--- src/hdl/iewe_pkg.sv ---
// Shared types and constants for the input event word encoder.
`default_nettype none
package iewe_pkg;

  localparam int unsigned QUEUE_DEPTH = 2;
  localparam int unsigned MAX_WORDS   = 9;
  localparam int unsigned WORD_IDX_W  = $clog2(MAX_WORDS);
  localparam int unsigned WORD_CNT_W  = $clog2(MAX_WORDS + 1);

  // event kinds on the func field
  localparam logic [1:0] FUNC_KEY     = 2'd0;
  localparam logic [1:0] FUNC_BUTTON  = 2'd1;
  localparam logic [1:0] FUNC_POINTER = 2'd2;

  // configuration register indexes
  localparam logic [1:0] CFG_INPUT_ENABLED    = 2'd0;
  localparam logic [1:0] CFG_POINTER_OFFSET_X = 2'd1;
  localparam logic [1:0] CFG_POINTER_OFFSET_Y = 2'd2;

  // event word types
  localparam logic [3:0] WT_DELTA = 4'd0;
  localparam logic [3:0] WT_X     = 4'd1;
  localparam logic [3:0] WT_Y     = 4'd2;
  localparam logic [3:0] WT_DOWN  = 4'd3;
  localparam logic [3:0] WT_UP    = 4'd4;
  localparam logic [3:0] WT_ABS   = 4'd5;

  localparam logic [7:0]  CODE_MOD_BIT0    = 8'd138;
  localparam logic [7:0]  CODE_MOD_BIT1    = 8'd136;
  localparam logic [7:0]  CODE_BUTTON_BIT0 = 8'd130;
  localparam logic [7:0]  CODE_BUTTON_BIT1 = 8'd128;
  localparam logic [7:0]  CODE_BUTTON_BIT2 = 8'd129;
  localparam logic [31:0] TIME_EPOCH_SHIFT = 32'd2177452800;

  typedef enum logic [1:0] {
    CMD_KEY,
    CMD_BUTTON,
    CMD_POINTER
  } cmd_kind_t;

  // one classified event, waiting for expansion into words
  typedef struct packed {
    cmd_kind_t   kind;
    logic        long_stamp;
    logic [11:0] delta;
    logic [31:0] epoch_secs;
    logic [1:0]  mods;
    logic [7:0]  key;
    logic        btn_down;
    logic [7:0]  btn_code;
    logic [11:0] px;
    logic [11:0] py;
  } cmd_t;

endpackage
`default_nettype wire

--- src/hdl/iewe_front.sv ---
// Front end: accepts events, filters and classifies them, keeps time and button state.
`default_nettype none
module iewe_front (
  input  wire logic               clk,
  input  wire logic               rst,
  input  wire logic               input_enabled,
  input  wire logic [11:0]        pointer_offset_x,
  input  wire logic [11:0]        pointer_offset_y,
  input  wire logic               event_valid,
  output logic                    event_stall,
  input  wire logic [1:0]         func,
  input  wire logic [7:0]         key_code,
  input  wire logic [7:0]         modifier_bits,
  input  wire logic [2:0]         button_state,
  input  wire logic [11:0]        pointer_x,
  input  wire logic [11:0]        pointer_y,
  input  wire logic [31:0]        now_ms,
  input  wire logic [31:0]        unix_seconds,
  input  wire logic               queue_full,
  output logic                    push,
  output iewe_pkg::cmd_t          push_cmd
);

  logic [31:0] last_event_ms;
  logic        any_event_seen;
  logic [2:0]  previous_buttons;

  logic        accept;
  logic        wanted;
  logic [31:0] delta_full;
  logic [2:0]  changed;

  assign event_stall = queue_full;
  assign accept      = event_valid && !queue_full;
  assign changed     = button_state ^ previous_buttons;
  assign delta_full  = any_event_seen ? (now_ms - last_event_ms) : '0;

  always_comb begin
    wanted            = 1'b0;
    push_cmd          = '0;
    push_cmd.kind     = iewe_pkg::CMD_KEY;
    push_cmd.long_stamp = |delta_full[31:12];
    push_cmd.delta    = delta_full[11:0];
    push_cmd.epoch_secs = unix_seconds + iewe_pkg::TIME_EPOCH_SHIFT;
    push_cmd.mods     = modifier_bits[1:0];
    push_cmd.key      = key_code;
    push_cmd.px       = pointer_x - pointer_offset_x;
    push_cmd.py       = pointer_y - pointer_offset_y;
    // highest changed button wins
    if (changed[2]) begin
      push_cmd.btn_code = iewe_pkg::CODE_BUTTON_BIT2;
      push_cmd.btn_down = button_state[2];
    end else if (changed[1]) begin
      push_cmd.btn_code = iewe_pkg::CODE_BUTTON_BIT1;
      push_cmd.btn_down = button_state[1];
    end else begin
      push_cmd.btn_code = iewe_pkg::CODE_BUTTON_BIT0;
      push_cmd.btn_down = button_state[0];
    end
    case (func)
      iewe_pkg::FUNC_KEY: begin
        push_cmd.kind = iewe_pkg::CMD_KEY;
        wanted = (key_code != 8'd0) && (modifier_bits[7:2] == 6'd0);
      end
      iewe_pkg::FUNC_BUTTON: begin
        push_cmd.kind = iewe_pkg::CMD_BUTTON;
        wanted = (changed != 3'd0);
      end
      iewe_pkg::FUNC_POINTER: begin
        push_cmd.kind = iewe_pkg::CMD_POINTER;
        wanted = 1'b1;
      end
      default: wanted = 1'b0;
    endcase
  end

  assign push = accept && input_enabled && wanted;

  always_ff @(posedge clk) begin
    if (rst) begin
      last_event_ms    <= '0;
      any_event_seen   <= 1'b0;
      previous_buttons <= '0;
    end else if (push) begin
      last_event_ms  <= now_ms;
      any_event_seen <= 1'b1;
      if (func == iewe_pkg::FUNC_BUTTON) begin
        previous_buttons <= button_state;
      end
    end
  end

endmodule
`default_nettype wire

--- src/hdl/iewe_queue.sv ---
// Small command queue between front end and word sequencer.
`default_nettype none
module iewe_queue #(
  parameter int unsigned DEPTH = iewe_pkg::QUEUE_DEPTH
) (
  input  wire logic           clk,
  input  wire logic           rst,
  input  wire logic           push,
  input  wire iewe_pkg::cmd_t push_cmd,
  input  wire logic           pop,
  output iewe_pkg::cmd_t      head_cmd,
  output logic                not_empty,
  output logic                full
);

  localparam int unsigned PW = (DEPTH > 1) ? $clog2(DEPTH) : 1;
  localparam int unsigned CW = $clog2(DEPTH + 1);

  iewe_pkg::cmd_t slots [DEPTH];
  logic [PW-1:0]  wr_ptr;
  logic [PW-1:0]  rd_ptr;
  logic [CW-1:0]  count;

  assign full      = (count == CW'(DEPTH));
  assign not_empty = (count != '0);
  assign head_cmd  = slots[rd_ptr];

  always_ff @(posedge clk) begin
    if (push) begin
      slots[wr_ptr] <= push_cmd;
    end
  end

  always_ff @(posedge clk) begin
    if (rst) begin
      wr_ptr <= '0;
      rd_ptr <= '0;
      count  <= '0;
    end else begin
      if (push) begin
        wr_ptr <= (wr_ptr == PW'(DEPTH - 1)) ? '0 : wr_ptr + 1'b1;
      end
      if (pop) begin
        rd_ptr <= (rd_ptr == PW'(DEPTH - 1)) ? '0 : rd_ptr + 1'b1;
      end
      case ({push, pop})
        2'b10:   count <= count + 1'b1;
        2'b01:   count <= count - 1'b1;
        default: count <= count;
      endcase
    end
  end

endmodule
`default_nettype wire

--- src/hdl/iewe_back.sv ---
// Back end: builds a command's word list, streams it one word a cycle unless stalled.
`default_nettype none
module iewe_back (
  input  wire logic                 clk,
  input  wire logic                 rst,
  input  wire iewe_pkg::cmd_t       head_cmd,
  input  wire logic                 cmd_valid,
  output logic                      pop,
  output logic                      word_valid,
  input  wire logic                 word_stall,
  output logic [15:0]               event_word,
  output logic                      last_word
);

  localparam int unsigned NW = iewe_pkg::MAX_WORDS;
  localparam int unsigned IW = iewe_pkg::WORD_IDX_W;
  localparam int unsigned CW = iewe_pkg::WORD_CNT_W;

  logic [15:0]   list [NW];
  logic [CW-1:0] list_n;

  logic [15:0]   words [NW];
  logic [CW-1:0] cnt;
  logic [CW-1:0] idx;
  logic          busy;
  logic          adv;
  logic          at_last;

  // word list of the queue head
  always_comb begin
    for (int i = 0; i < NW; i++) begin
      list[i] = '0;
    end
    list_n = '0;
    if (head_cmd.long_stamp) begin
      list[0] = {iewe_pkg::WT_ABS, 12'd0};
      list[1] = head_cmd.epoch_secs[31:16];
      list[2] = head_cmd.epoch_secs[15:0];
      list_n  = CW'(3);
    end else begin
      list[0] = {iewe_pkg::WT_DELTA, head_cmd.delta};
      list_n  = CW'(1);
    end
    case (head_cmd.kind)
      iewe_pkg::CMD_KEY: begin
        if (head_cmd.mods[0]) begin
          list[list_n[IW-1:0]] = {iewe_pkg::WT_DOWN, 4'd0, iewe_pkg::CODE_MOD_BIT0};
          list_n = list_n + 1'b1;
        end
        if (head_cmd.mods[1]) begin
          list[list_n[IW-1:0]] = {iewe_pkg::WT_DOWN, 4'd0, iewe_pkg::CODE_MOD_BIT1};
          list_n = list_n + 1'b1;
        end
        list[list_n[IW-1:0]] = {iewe_pkg::WT_DOWN, 4'd0, head_cmd.key};
        list_n = list_n + 1'b1;
        list[list_n[IW-1:0]] = {iewe_pkg::WT_UP, 4'd0, head_cmd.key};
        list_n = list_n + 1'b1;
        if (head_cmd.mods[1]) begin
          list[list_n[IW-1:0]] = {iewe_pkg::WT_UP, 4'd0, iewe_pkg::CODE_MOD_BIT1};
          list_n = list_n + 1'b1;
        end
        if (head_cmd.mods[0]) begin
          list[list_n[IW-1:0]] = {iewe_pkg::WT_UP, 4'd0, iewe_pkg::CODE_MOD_BIT0};
          list_n = list_n + 1'b1;
        end
      end
      iewe_pkg::CMD_BUTTON: begin
        list[list_n[IW-1:0]] = {head_cmd.btn_down ? iewe_pkg::WT_DOWN : iewe_pkg::WT_UP,
                                4'd0, head_cmd.btn_code};
        list_n = list_n + 1'b1;
      end
      iewe_pkg::CMD_POINTER: begin
        // y stamp always has delta zero: same clock value
        list[list_n[IW-1:0]] = {iewe_pkg::WT_X, head_cmd.px};
        list_n = list_n + 1'b1;
        list[list_n[IW-1:0]] = {iewe_pkg::WT_DELTA, 12'd0};
        list_n = list_n + 1'b1;
        list[list_n[IW-1:0]] = {iewe_pkg::WT_Y, head_cmd.py};
        list_n = list_n + 1'b1;
      end
      default: list_n = list_n;
    endcase
  end

  assign adv     = !word_valid || !word_stall;
  assign at_last = (idx == cnt - 1'b1);
  assign pop     = cmd_valid && (!busy || (adv && at_last));

  always_ff @(posedge clk) begin
    if (pop) begin
      for (int i = 0; i < NW; i++) begin
        words[i] <= list[i];
      end
      cnt <= list_n;
    end
    if (adv && busy) begin
      event_word <= words[idx[IW-1:0]];
      last_word  <= at_last;
    end
  end

  always_ff @(posedge clk) begin
    if (rst) begin
      busy       <= 1'b0;
      idx        <= '0;
      word_valid <= 1'b0;
    end else begin
      if (adv) begin
        word_valid <= busy;
      end
      if (pop) begin
        busy <= 1'b1;
        idx  <= '0;
      end else if (adv && busy) begin
        idx <= idx + 1'b1;
        if (at_last) begin
          busy <= 1'b0;
        end
      end
    end
  end

endmodule
`default_nettype wire

--- src/hdl/input_event_word_encoder.sv ---
// Top level of the input event word encoder: config registers, front end, queue, back end.
//
// Usage:
//  - Input channel (event_valid / event_stall): one transaction per input event.
//    Disabled input, func 3, key code 0, modifiers above 3 and unchanged buttons
//    are taken and dropped without any word or state change.
//  - Output channel (word_valid / word_stall): one 16-bit event word per
//    transaction; last_word marks the final word of an event.
//  - Config port (cfg_write / cfg_index / cfg_data): write only while idle.
//  - The first word of an event passes the queue write, the load into the word
//    sequencer and the output register before it shows on the output.
//  - Throughput: one word per cycle from the sequencer while word_stall is low;
//    an event makes 2 to 9 words (key with both modifiers and a long
//    time stamp is 9). The sequencer loads the next command on the cycle of the
//    previous event's last word, so events stream without gaps.
//  - event_stall rises only when the command queue (QUEUE_DEPTH entries) is
//    full; dropped events are held off too while it is full.
//  - Reset (rst, synchronous) empties queue and sequencer, clears config,
//    time stamp and button state. A stalled word holds until taken.
`default_nettype none
module input_event_word_encoder #(
  parameter int unsigned QUEUE_DEPTH = iewe_pkg::QUEUE_DEPTH
) (
  input  wire logic        clk,
  input  wire logic        rst,
  // config port
  input  wire logic        cfg_write,
  input  wire logic [1:0]  cfg_index,
  input  wire logic [11:0] cfg_data,
  // event input channel
  input  wire logic        event_valid,
  output logic             event_stall,
  input  wire logic [1:0]  func,
  input  wire logic [7:0]  key_code,
  input  wire logic [7:0]  modifier_bits,
  input  wire logic [2:0]  button_state,
  input  wire logic [11:0] pointer_x,
  input  wire logic [11:0] pointer_y,
  input  wire logic [31:0] now_ms,
  input  wire logic [31:0] unix_seconds,
  // word output channel
  output logic             word_valid,
  input  wire logic        word_stall,
  output logic [15:0]      event_word,
  output logic             last_word
);

  logic        input_enabled;
  logic [11:0] pointer_offset_x;
  logic [11:0] pointer_offset_y;

  logic           push;
  iewe_pkg::cmd_t push_cmd;
  logic           pop;
  iewe_pkg::cmd_t head_cmd;
  logic           q_not_empty;
  logic           q_full;

  // config registers
  always_ff @(posedge clk) begin
    if (rst) begin
      input_enabled    <= 1'b0;
      pointer_offset_x <= '0;
      pointer_offset_y <= '0;
    end else if (cfg_write) begin
      case (cfg_index)
        iewe_pkg::CFG_INPUT_ENABLED:    input_enabled    <= cfg_data[0];
        iewe_pkg::CFG_POINTER_OFFSET_X: pointer_offset_x <= cfg_data;
        iewe_pkg::CFG_POINTER_OFFSET_Y: pointer_offset_y <= cfg_data;
        default: ;
      endcase
    end
  end

  // filter, time stamp bookkeeping, classification
  iewe_front u_front (
    .clk              (clk),
    .rst              (rst),
    .input_enabled    (input_enabled),
    .pointer_offset_x (pointer_offset_x),
    .pointer_offset_y (pointer_offset_y),
    .event_valid      (event_valid),
    .event_stall      (event_stall),
    .func             (func),
    .key_code         (key_code),
    .modifier_bits    (modifier_bits),
    .button_state     (button_state),
    .pointer_x        (pointer_x),
    .pointer_y        (pointer_y),
    .now_ms           (now_ms),
    .unix_seconds     (unix_seconds),
    .queue_full       (q_full),
    .push             (push),
    .push_cmd         (push_cmd)
  );

  // decouples event intake from word output
  iewe_queue #(
    .DEPTH (QUEUE_DEPTH)
  ) u_queue (
    .clk       (clk),
    .rst       (rst),
    .push      (push),
    .push_cmd  (push_cmd),
    .pop       (pop),
    .head_cmd  (head_cmd),
    .not_empty (q_not_empty),
    .full      (q_full)
  );

  // word list expansion and output register
  iewe_back u_back (
    .clk        (clk),
    .rst        (rst),
    .head_cmd   (head_cmd),
    .cmd_valid  (q_not_empty),
    .pop        (pop),
    .word_valid (word_valid),
    .word_stall (word_stall),
    .event_word (event_word),
    .last_word  (last_word)
  );

endmodule
`default_nettype wire
--- config.mk ---
export PLATFORM = sky130hd
export DESIGN_NAME = input_event_word_encoder
export DESIGN_NICKNAME = d
export VERILOG_FILES = /design/src/hdl/iewe_pkg.sv /design/src/hdl/iewe_front.sv /design/src/hdl/iewe_queue.sv /design/src/hdl/iewe_back.sv /design/src/hdl/input_event_word_encoder.sv
export SDC_FILE = /design/constraint.sdc
export NUM_CORES = 1
export LEC_CHECK = 0
export BUFFER_PORTS_ARGS = -buffer_cell sky130_fd_sc_hd__buf_2
export CORE_ASPECT_RATIO = 0.6
export CORE_UTILIZATION = 60
export CTS_CLUSTER_SIZE = 14
export DETAILED_ROUTE_END_ITERATION = 8
export MAX_ROUTING_LAYER = met4
export PLACE_DENSITY = 0.89
export SLEW_MARGIN = 5
export SYNTH_ARGS = -nofsm -noshare
export SYNTH_HDL_FRONTEND = slang
export SYNTH_SLANG_ARGS = --single-unit
--- constraint.sdc ---
create_clock -name clk -period 16.35 [get_ports clk]
set_input_delay 2.4525 -clock clk [delete_from_list [all_inputs] [get_ports clk]]
set_output_delay 2.4525 -clock clk [all_outputs]
set_load 0.03 [all_outputs]
==> summary.txt <==
Hold-fix buffers, CTS = 0
Worst path max stage delay = 0.77 ns
Clock Path Buffers = 3
Switch share = 0.339
Num CTS Buffers = 36
Worst Setup Path Type = flip-flop to flip-flop
Port bufs = 146
P&R area growth vs syn = 11.1%
Clock sink count = 377
Worst rel slew slack = 0.278
Period minus WS final = 5.45 ns
Post-CTS setup buffer count = 0
Skew final = 0.0291 ns
RD Place Congestion = 1.04
Drt wl/cell = 24.1 um
Clock Tree Root = clkbuf_16
Count of cell types in the netlist = 89
Internal power = 1930 uW
Clock power share = 0.278
Main synth FF type = edfxtp_1
Effective utilization at floorplan = 0.617
Startpoint types = flip-flop
Cell taking the most area after synthesis = edfxtp_1
Placeable Area = 32800 um^2
Seq pwr share = 0.419
CP required = 16.72 ns
Number of flops mapped to enable cells by yosys = 305
DRT iter0 DRCs = 2380
Worst path top cell family by delay = compound AO/OA/AOI/OAI gates
Vias in the first global route = 14400
Buffers & Inverters on Critical Path = 1
Top cells by area, synth = edfxtp_1 (45%), mux2i_1 (7.2%), dfxtp_1 (7.1%), ha_1 (4.5%), nor2_1 (4.0%)
Post-Synthesis Net Count = 2025
Num rows = 51
Crit end category = flip-flop
Commonest non-fill, non-tap cells in the layout = edfxtp_1 (305), nor2_1 (210), nand2_1 (146), buf_2 (146), mux2i_1 (145)
Post-layout nets = 2148
Worst-Margin Slew = 1.06 ns
Overflow after GRT = 0
Most common cell after layout, fill and taps aside = edfxtp_1
H-tree depth = 2
Die area = 34500 um^2
Antenna violations before repair = 1
Outcome = complete, no violations
DRT Wirelength = 58.4 mm
Number of vias per cell = 6.52
Endpoints failing hold = 0
Pin count of the biggest net entering global routing = 70
Mapped Avg Cell Area = 11.1 um^2
CP max stage cell = nor2b_1
Fraction of layout instances using a drive strength above 1 = 0.154
Total GRT Usage = 0.350
Final non-filler cell total = 2422
# IOs = 147
Fill count = 2369
Worst hold path type = flip-flop to flip-flop
Area fraction of the dominant cell type after synthesis = 0.453
Setup violators final = 0
CTS tree = done
DRC = 0
Power per cell area = 130 nW/um^2
Warnings, synthesis = 0
CTS resizes = 0
Critical Path AT = 5.82 ns
CP Max Fanout = 32
Fin. max-slew vios = 0
Fmax achieved = 183 MHz
Mapped Cells = 1821
RSZ-0062 raised after global routing = no
Hpwl dp = 43.3 mm
VDD IR-drop max = 0.0866 mV
Pleak = 0.00835 uW
Die Span Y = 144 um
Worst path most repeated cell = ha_1
Initial DRT Pass Iterations = 8
Critical path cell sequence = mux2i_2 -> buf_4 -> ha_1 -> nand2_1 -> o21ai_0 -> ha_1 -> xnor2_1 -> nor2b_1 -> a21boi_2 -> mux2i_1 -> o31ai_1 -> a31oi_1 -> o21ai_1
Seq/Total Area, Yosys = 0.524
Mapped Area = 20200 um^2
Sw power = 989 uW
Max-capacitance violation count = 0
Clock Pin Slew Worst Setup and Hold Paths = 0.07 ns
Flops & latches, synth = 377
Antenna viol nets, final = 0
Chip width = 239 um
Gate power share = 0.303
Final period util = 0.333
Dpl cells = 2356
Async S/R FF share, synth = 0
Clk_lat worst skew = 0.54 ns
First-pass GRT wire length = 87.2 mm
Setup TNS = 0 ns
Total number of vias = 15800
-- Yosys cell counts, types with 29 or more instances --
master,instances
a21oi_1,106
clkbuf_1,47
dfxtp_1,72
edfxtp_1,305
ha_1,73
inv_1,92
mux2_2,29
mux2i_1,146
nand2_1,146
nand3_1,40
nor2_1,213
nor3_1,37
o21ai_0,60
xnor2_1,46
-- power by group through the flow --
stage | registers [uW] | logic (uW) | clock network [uW]
floorplan | 1270 | 568 | 0
global placement | 1230 | 834 | 0
detailed placement | 1240 | 847 | 0
CTS | 1220 | 853 | 815
global route | 1220 | 935 | 853
finish | 1220 | 883 | 811
-- worst paths after layout --
path / to / cells past startpoint / from / slack, ns
max reg2reg: u_back.words[1][1]$_DFFE_PP_ / 13 / u_queue.slots[0][87]$_DFFE_PP_ / 10.90
max: u_back.words[1][1]$_DFFE_PP_ / 13 / u_queue.slots[0][87]$_DFFE_PP_ / 10.90
min reg2reg: u_front.last_event_ms[10]$_SDFFE_PP0P_ / 2 / u_front.last_event_ms[10]$_SDFFE_PP0P_ / 0.50
min: u_front.last_event_ms[10]$_SDFFE_PP0P_ / 2 / u_front.last_event_ms[10]$_SDFFE_PP0P_ / 0.50
-- metrics by stage --
stage	cell area (um^2)	power (uW)	hold WS [ns]	worst slack, ns	utilization
finish	22500	2910	0.497	10.90	0.685
global route	22500	3010	0.516	10.86	0.685
CTS	22500	2890	0.500	11.03	0.685
detailed placement	21400	2080	0.486	10.49	0.651
global placement	21400	2070	0.474	10.60	0.651
floorplan	20200	1830	0.453	6.25	-
-- cell families after synthesis --
| group | share of synthesized area |
|---|---|
| mux | 0.117 |
| xor+xnor | 0.0331 |
| simple gates | 0.127 |
| flops | 0.524 |
| fa+ha+maj | 0.0491 |
| buf+inv | 0.0345 |
| compound gates | 0.115 |
-- cell type report --
type / instances / area [um^2] / share of cell area
inverter: 94 / 353 / 0.0157
clock buffer: 51 / 977 / 0.0435
sequential: 377 / 10600 / 0.472
tap: 450 / 563 / 0.0250
clock inverter: 13 / 133 / 0.00590
antenna: 2 / 5.00 / 0.000223
multi-input combinational: 1269 / 8960 / 0.399
timing repair buffer: 166 / 881 / 0.0392
-- registers in the layout, summed over array words and instances, names as in the netlist, named ones only --
signal,flops
u_back.words,116
u_back.event_word,16
u_back.busy,1
u_front.previous_buttons,3
input_enabled,1
u_back.last_word,1
u_back.idx,4
u_front.last_event_ms,32
u_back.cnt,4
pointer_offset_y,12
u_back.word_valid,1
u_front.any_event_seen,1
pointer_offset_x,12
u_queue.count,2
u_queue.rd_ptr,1
u_queue.wr_ptr,1
u_queue.slots,168
-- routing by layer --
layer  track usage  up-vias  part of all wire
li1              -     6978                 -
met1         0.527     7566              0.44
met3         0.104      102              0.14
met4        0.0638        0             0.017
met2         0.466     1143              0.40
met5             -        -                 0
-- worst min-delay path, stage by stage, from the launching register on --
cell and delay [ns]:
dfxtp_1 0.33, mux2i_1 0.07, nor2_1 0.07
(Power assumes the default switching activity.)
